**config.mk**
```make
export PLATFORM = sky130hd
export DESIGN_NAME = pvwi_front
export DESIGN_NICKNAME = d
export VERILOG_FILES = /design/src/hdl/pvwi_pkg.sv /design/src/hdl/pvwi_front.sv
export SDC_FILE = /design/constraint.sdc
export NUM_CORES = 1
export LEC_CHECK = 0
export BUFFER_PORTS_ARGS = -buffer_cell sky130_fd_sc_hd__buf_4
export CORE_UTILIZATION = 35
export DETAILED_ROUTE_END_ITERATION = 16
export GPL_TIMING_DRIVEN = 0
export SYNTH_ARGS = -nofsm -noshare
export SYNTH_HDL_FRONTEND = slang
export SYNTH_SLANG_ARGS = --single-unit
```
**constraint.sdc**
```tcl
create_clock -name i_clk -period 6.9 [get_ports i_clk]
set_input_delay 0.345 -clock i_clk [delete_from_list [all_inputs] [get_ports i_clk]]
set_output_delay 0.345 -clock i_clk [all_outputs]
set_load 0.005 [all_outputs]
```
**src/hdl/pvwi_pkg.sv**
```systemverilog
// ============================================================================
// pvwi_pkg
// Shared types, constants and the arctangent table for the polar velocity
// wrap integrator.
// ============================================================================
`default_nettype none

package pvwi_pkg;

    // pipeline geometry
    localparam int CORDIC_STAGES = 16;
    localparam int STG_W         = $clog2(CORDIC_STAGES);
    localparam int POS_FRAC_BITS = 8;

    // angle and vector formats
    localparam logic [16:0] FULL_TURN    = 17'd92160;
    localparam logic [16:0] QUARTER_TURN = 17'd23040;
    localparam logic signed [32:0] CORDIC_GAIN = 33'sd652032874;

    // reciprocals: floor(m/92160) = (m*RECIP_TURN)>>48, floor(n/125) = (n*RECIP_125)>>38
    localparam logic [31:0] RECIP_TURN = 32'd3054198967;
    localparam logic [31:0] RECIP_125  = 32'd2199023256;
    localparam logic [37:0] DIV125_CLAMP = 38'd2097152000;   // 125 * 2^24

    localparam logic [23:0] VEL_MAX = 24'd16777215;

    // configuration register indexes
    localparam logic REG_VIEW_WIDTH  = 1'b0;
    localparam logic REG_VIEW_HEIGHT = 1'b1;

    // fields that ride along the pipeline
    typedef struct packed {
        logic signed [23:0] pos_x;
        logic signed [23:0] pos_y;
        logic signed [20:0] center_x;
        logic signed [20:0] center_y;
        logic        [19:0] box_width;
        logic        [19:0] box_height;
        logic        [23:0] speed;
        logic        [15:0] elapsed_ms;
        logic        [16:0] heading_norm;
        logic        [1:0]  quad;
    } t_carry;

    // one beat between rotation cells
    typedef struct packed {
        logic               vld;
        logic signed [32:0] x;
        logic signed [32:0] y;
        logic signed [31:0] z;
        t_carry             c;
    } t_cord;

    // atan(2^-i) in 2^-22 degree
    function automatic logic signed [31:0] atan_val(input logic [STG_W-1:0] i);
        logic signed [31:0] v;
        case (5'(i))
            5'd0:  v = 32'sd188743680;
            5'd1:  v = 32'sd111421900;
            5'd2:  v = 32'sd58872272;
            5'd3:  v = 32'sd29884485;
            5'd4:  v = 32'sd15000234;
            5'd5:  v = 32'sd7507429;
            5'd6:  v = 32'sd3754631;
            5'd7:  v = 32'sd1877430;
            5'd8:  v = 32'sd938729;
            5'd9:  v = 32'sd469366;
            5'd10: v = 32'sd234683;
            5'd11: v = 32'sd117342;
            5'd12: v = 32'sd58671;
            5'd13: v = 32'sd29335;
            5'd14: v = 32'sd14668;
            5'd15: v = 32'sd7334;
            5'd16: v = 32'sd3667;
            5'd17: v = 32'sd1833;
            5'd18: v = 32'sd917;
            5'd19: v = 32'sd458;
            5'd20: v = 32'sd229;
            5'd21: v = 32'sd115;
            5'd22: v = 32'sd57;
            5'd23: v = 32'sd29;
            default: v = 32'sd0;
        endcase
        return v;
    endfunction

endpackage

`default_nettype wire

```
**src/hdl/pvwi_front.sv**
```systemverilog
// ============================================================================
// pvwi_front
// Heading normalization and quadrant split, three register stages.
// ============================================================================
`default_nettype none

module pvwi_front (
    input  wire logic                 i_clk,
    input  wire logic                 i_rst_n,
    input  wire logic                 i_en,
    input  wire logic                 i_vld,
    input  wire logic signed [31:0]   i_heading,
    input  wire pvwi_pkg::t_carry     i_c,
    output pvwi_pkg::t_cord           o_q
);
    import pvwi_pkg::*;

    logic        r_a_vld, r_b_vld, r_c_vld;
    logic [31:0] r_a_mag, r_b_mag;
    logic        r_a_neg, r_b_neg;
    logic [14:0] r_b_q;
    t_carry      r_a_c, r_b_c;
    logic signed [31:0] r_c_z;
    t_carry      r_c_c;

    logic [63:0] w_prod;
    logic [31:0] w_r32;
    logic [16:0] w_rr, w_hn, w_rem;
    logic [1:0]  w_quad;
    t_carry      w_hc;

    // quotient estimate by reciprocal
    assign w_prod = 64'(r_a_mag) * 64'(RECIP_TURN);

    // remainder, sign fix and quadrant
    always_comb begin
        w_r32 = r_b_mag - 32'(r_b_q) * 32'(FULL_TURN);
        w_rr  = (r_b_mag > 32'(FULL_TURN)) ? w_r32[16:0] : r_b_mag[16:0];
        if (r_b_neg) begin
            w_hn = (w_rr == 17'd0) ? 17'd0 : FULL_TURN - w_rr;
        end else begin
            w_hn = w_rr;
        end
        if (w_hn == FULL_TURN) begin
            w_quad = 2'd0;
            w_rem  = 17'd0;
        end else if (w_hn >= 17'(3 * QUARTER_TURN)) begin
            w_quad = 2'd3;
            w_rem  = w_hn - 17'(3 * QUARTER_TURN);
        end else if (w_hn >= 17'(2 * QUARTER_TURN)) begin
            w_quad = 2'd2;
            w_rem  = w_hn - 17'(2 * QUARTER_TURN);
        end else if (w_hn >= QUARTER_TURN) begin
            w_quad = 2'd1;
            w_rem  = w_hn - QUARTER_TURN;
        end else begin
            w_quad = 2'd0;
            w_rem  = w_hn;
        end
        w_hc              = r_b_c;
        w_hc.heading_norm = w_hn;
        w_hc.quad         = w_quad;
    end

    always_ff @(posedge i_clk) begin
        if (!i_rst_n) begin
            r_a_vld <= 1'b0;
            r_b_vld <= 1'b0;
            r_c_vld <= 1'b0;
        end else if (i_en) begin
            r_a_vld <= i_vld;
            r_b_vld <= r_a_vld;
            r_c_vld <= r_b_vld;
        end
    end

    always_ff @(posedge i_clk) begin
        if (i_en) begin
            r_a_mag <= i_heading[31] ? 32'(-i_heading) : 32'(i_heading);
            r_a_neg <= i_heading[31];
            r_a_c   <= i_c;
            r_b_mag <= r_a_mag;
            r_b_neg <= r_a_neg;
            r_b_q   <= w_prod[62:48];
            r_b_c   <= r_a_c;
            r_c_z   <= $signed({1'b0, w_rem[14:0], 14'd0, 2'b00} >> 2);
            r_c_c   <= w_hc;
        end
    end

    // vector starts at (K, 0)
    always_comb begin
        o_q.vld = r_c_vld;
        o_q.x   = CORDIC_GAIN;
        o_q.y   = 33'sd0;
        o_q.z   = r_c_z;
        o_q.c   = r_c_c;
    end

endmodule

`default_nettype wire

```
==> flow_summary.ini, run 1 <==
[detailed_routing]
drc = 0
ant_nets = 0
vias_per_cell = 4.37
dr.pass1.iters = 7
drtIter0Drc = 1419
finalWirelength_um = 86100
routedWlPerCell_um = 18.3
vias = 20584

[global_route]
grt_max_degree = 131
grt_use_total_pct = 16.7
first_global_vias = 21083
grt_pass1_wl_um = 127000
overflow = 0
antenna_found_initial = 2

[yosys]
async_flop_share_pct = 0
ys_seq_area_share_pct = 52.0
postSynthAreaPerCell_sq_um = 14.7
synth_area_leaders = edfxtp_1 52%, fa_1 20%, ha_1 11%
yosysTopAreaCellShare_pct = 51.9
yosys_warnings = 0
syn_area_sq_um = 35700
synthFlopType = edfxtp_1
ys_types = 75
synth_edf_count = 616
syn_inst = 2420
synth_largest_area_cell = edfxtp_1
ys_ff_latch = 619

[clocking]
htreeDepth = 3
cts_tree = built
root_buffer = clkbuf_16
clock-sinks = 619
cts_buffers = 69
clockBufferDepth = 3
clk_pin_slew_worst_paths_ps = 50
clk_latency_ps = 630

[worst_setup_path]
path_buf_inv = 8
start_kind = flop
crit_type = flop to flop
worst_ep_arrival_time_ps = 7320
cp_top_family = adder cells
cp.required_ps = 7260
slowest_delay_ps = 540
cp_slowest_cell = fa_2
path_cells = buf_6 -> ha_4 -> clkinvlp_4 -> fa_1 -> inv_1 -> fa_1 -> inv_1 -> fa_1 -> inv_1 -> fa_2 -> fa_1 -> fa_1 -> inv_1 -> fa_2 -> inv_1 -> ha_4 -> or4_4 -> a211oi_2 -> o211a_4 -> a211oi_4 -> buf_4 -> o31a_1 -> xnor2_1
worstPathMaxFanout = 3
end_kind = flop

[timing]
slew_viol_final = 0
skew_ps = 26.8
layout_setup_ws_ps = -63.6
period_minus_slack_ps = 6960
setup_violations = 2
clock.fmax_mhz = 144
fin_crit_sh_pct = 101
worst-slew-pin-transition_ps = 835
hold_violations = 0
whs_ps = 53.2
rsz0062_at_grt = yes
maxSlewHeadroom_pct = 43.9

[flow_run]
drv_cap = 0

[placed_design]
hpwl_um = 64800
dp_slack_ps = -1810
io_buffer_count = 410
gp_congestion = 0.908

[run_status]
status = finished, violations left
failed_checks = setup timing

[finish]
multi_input_area_sq_um = 15100
fillers = 8911
utilization_pct = 46.4
nNetsFinal = 4199
drive_above_1_share_pct = 24.7
syn_to_final_growth_pct = 30.9
antenna_cells = 0
seqCellArea_sq_um = 18600

[floorplanning]
fp.dieArea_sq_um = 103000
die_height_um = 321
initial_core_util_pct = 35.5
die_w_um = 321
rows = 116
coreArea_sq_um = 101000
ios = 513

[worst_hold_path]
hold_class = primary input to flop
[metrics by stage]
stage	std cells	cell area [sq um]	TNS, ps
after floorplan	2501	36000	0
after global placement	4268	40800	-10080
after detailed placement	4273	40900	-9580
after CTS	4692	46500	0
after global routing	4706	46700	-1060
final	4706	46700	-106
[final timing paths]
check,from,cells after the start,to,slack (ps)
worst max-delay path,r_a_mag[5]$_DFFE_PP_,23,r_b_q[5]$_DFFE_PP_,-60
worst min-delay path,i_heading[25],2,r_a_mag[25]$_DFFE_PP_,50
worst max register to register,r_a_mag[5]$_DFFE_PP_,23,r_b_q[5]$_DFFE_PP_,-60
worst min register to register,r_a_c[167]$_DFFE_PP_,0,r_b_c[167]$_DFFE_PP_,410
[cells in the mapped netlist, types with 8 or more instances]
cell type / number
nor2b_1: 12
nor3_1: 8
mux2i_1: 8
xor2_1: 13
fa_1: 363
ha_1: 316
or4_1: 11
a21o_1: 17
buf_4: 84
o21ai_0: 33
and2_1: 8
nor2_1: 34
clkbuf_1: 9
xnor2_1: 65
edfxtp_1: 616
or3_1: 14
a21oi_1: 29
o31ai_1: 9
nand3_1: 8
nand2_1: 35
inv_1: 601
[routing by layer]
layer  vias to the layer above  share of wire [%]  GRT usage (%)
li1                       9624                  -              -
met5                         -                  0              0
met2                       611                 49           27.7
met4                         0                2.5           4.79
met3                       122                7.5           5.09
met1                     10227                 41           20.9
[timing repair]
action,CTS,global route
endpoints found under the setup margin,6,6
buffers inserted,97,14
hold endpoints to repair,199,0
gates resized for setup,112,29
pin swaps,80,56
cloned,0,0
hold buffers,197,0
[flip-flops by register name, summed over array words and instances (netlist names)]
signal   flops
r_a_mag     32
r_a_c      170
r_c_z       15
r_b_vld      1
r_b_mag     32
r_b_c      170
r_a_vld      1
r_b_neg      1
r_a_neg      1
r_b_q        6
o_q        189
r_c_vld      1
[cell type report]
class,count,share of cell area (%)
timing repair buffer,723,13.0
clock inverter,47,1.14
sequential,619,39.8
multi-input combinational,1185,32.3
inverter,601,4.87
tap,1357,3.64
clock buffer,78,3.77
buffer,96,1.48
[layout by cell type, fill, tap and decap left out, drive strengths merged, types with 11 or more instances in the layout]
cell	instances
nand2	35
edfxtp	616
buf	613
inv	604
dlygate4sd3	197
xnor2	65
o21ai	33
conb	83
nor2b	12
clkinv	26
clkinvlp	11
clkbuf	87
fa	363
a21oi	31
nor2	34
ha	316
xor2	13
or4	11
or3	14
a21o	18
[kinds of logic after synthesis]
group | synth area share, %
muxes | 0.414
adders and majority gates | 31.5
AOI/OAI and AO/OA | 2.98
DFF | 52.0
buffers and inverters | 8.26
xor gates and xnor gates | 1.92
other | 0.0211
and+or+nand+nor | 2.92
Power of run 1 is left out: the tool's default activity adds up to more than one toggle a clock period on the data nets, which glitch-free logic cannot reach.
==> inputs of run 2 (changes only) <==
--- a/config.mk
+++ b/config.mk
@@ -9,6 +9,7 @@
 export CORE_UTILIZATION = 35
 export DETAILED_ROUTE_END_ITERATION = 16
 export GPL_TIMING_DRIVEN = 0
+export REMOVE_ABC_BUFFERS = 1
 export SYNTH_ARGS = -nofsm -noshare
 export SYNTH_HDL_FRONTEND = slang
 export SYNTH_SLANG_ARGS = --single-unit
==> run 2 against run 1 <==
  * The flow still finishes with violations (setup timing)
  * Register-to-register slack got worse by 60 ps
  * Sequential cell count did not move
  * Clock skew rose by 11 ps
  * Via count fell by 2.9%
  * Wire length fell by 4.6%
  * Sequential share of layout area rose by 0.91 points
  * Critical endpoint is now r_b_q[4]$_DFFE_PP_
==> flow_summary.ini, run 2 (synthesis gave the netlist of run 1 again) <==
[detailed_routing]
routedWlPerCell_um = 17.9
ant_nets = 0
drtIter0Drc = 1228
vias_per_cell = 4.36
vias = 19988
drc = 0
dr.pass1.iters = 6
finalWirelength_um = 82200

[run_status]
status = finished, violations left
failed_checks = setup timing

[finish]
mostFrequentLayoutCells = 616 x edfxtp_1, 587 x inv_1, 507 x buf_4
fillers = 8998
fin_cells = 4584
layout_commonest_cell = edfxtp_1
largest_register_ffs = 189
syn_to_final_growth_pct = 27.9
nNetsFinal = 4078
drive_above_1_share_pct = 22.7

[clocking]
cts_tree = built
clk_latency_ps = 620
cts_buffers = 67
clk_pin_slew_worst_paths_ps = 60
clock-sinks = 619
clockBufferDepth = 3
root_buffer = clkbuf_16
htreeDepth = 3

[global_route]
grt_max_degree = 124
antenna_found_initial = 3
first_global_vias = 20758
overflow = 0
grt_pass1_wl_um = 122000
grt_use_total_pct = 15.9

[timing]
period_minus_slack_ps = 7020
maxSlewHeadroom_pct = 45.1
worst-slew-pin-transition_ps = 800
fin_crit_sh_pct = 102
clock.fmax_mhz = 142
rsz0062_at_grt = yes
setup_violations = 2
hold_violations = 0
slew_viol_final = 0
skew_ps = 37.8
whs_ps = 54.9
layout_setup_ws_ps = -121

[floorplanning]
initial_core_util_pct = 35.5
die_height_um = 321
rows = 116
ios = 513
die_w_um = 321
fp.dieArea_sq_um = 103000
coreArea_sq_um = 101000

[placed_design]
gp_congestion = 0.896
dp.cells = 4177
io_buffer_count = 410
hpwl_um = 61800

[worst_setup_path]
start_kind = flop
crit_path_frequent_cell = fa_1
end_kind = flop
cp_slowest_cell = fa_2
slowest_delay_ps = 600
cp.required_ps = 7270
worst_ep_arrival_time_ps = 7390
crit_type = flop to flop
worstPathMaxFanout = 4
path_cells = buf_6 -> ha_4 -> buf_4 -> fa_1 -> inv_1 -> fa_1 -> inv_1 -> fa_1 -> fa_2 -> fa_1 -> fa_1 -> inv_1 -> fa_1 -> inv_1 -> ha_1 -> or4_4 -> a211oi_2 -> o211a_4 -> a211oi_4 -> o31a_1 -> o31a_1

[flow_run]
drv_cap = 0

[worst_hold_path]
hold_class = primary input to flop
run 2: changes by cell type in the layout (fill, tap and decap cells not counted), sizes merged:
cell         delta
clkinv          -6
inv             -2
dlygate4sd3    -22
buf            -88
diode           +1
clkinvlp        -5
clkbuf          +2
bufinv          -2
run 2: layout make-up:
type                    instances  area, sq um  area share (%)
multi-input cells            1185        15100            33.0
flip-flops and latches        619        18600            40.7
clock buffers                  89         1830            4.01
clock inverters                32          373           0.817
repair buffers                700         5850            12.8
inverters                     601         2270            4.97
well taps                    1357         1700            3.72
diodes                          1         2.50         0.00548
run 2: metal layers:
metal | part of all wire, % | up-vias | track usage [%]
li1 | - | 9379 | -
met1 | 42 | 9837 | 20.8
met2 | 47 | 645 | 25.5
met3 | 8.4 | 123 | 4.89
met4 | 2.3 | 4 | 4.24
met5 | 0.033 | - | 0
run 2: stage by stage:
| step | setup WS (ps) | cell area (sq um) | util [%] | setup TNS [ps] |
|---|---|---|---|---|
| detailed placement | -1660 | 40200 | 40.0 | -8800 |
| floorplan | 60.0 | 35300 | - | 0 |
| CTS | 8.50 | 45300 | 45.1 | 0 |
| global placement | -1690 | 40100 | 39.8 | -9000 |
| finish | -121 | 45600 | 45.4 | -215 |
| global route | -223 | 45600 | 45.4 | -771 |
run 2: path summary, 6_finish.rpt:
kind | startpoint | cells after the start | slack [ps] | to
max reg2reg | r_a_mag[18]$_DFFE_PP_ | 21 | -120 | r_b_q[4]$_DFFE_PP_
min reg2reg | r_a_c[77]$_DFFE_PP_ | 0 | 400 | r_b_c[77]$_DFFE_PP_
min | i_heading[9] | 2 | 50 | r_a_mag[9]$_DFFE_PP_
max | r_a_mag[18]$_DFFE_PP_ | 21 | -120 | r_b_q[4]$_DFFE_PP_
run 2: timing repair:
item / 4_1_cts / 5_1_grt
setup buffers: 90 / 20
hold endpoints to repair: 176 / 0
pin swaps: 58 / 48
endpoints found under the setup margin: 6 / 6
hold buffers: 175 / 0
gates resized for setup: 104 / 29
run 2: worst max-delay path: cells and delay by family (launching register included):
kind	cells	cell delay, ps
simple gates	1	540
fa+ha+maj	9	4020
buf+inv	6	560
compound gates	5	1150
flops	1	520
Power of run 2 is left out for the same reason.
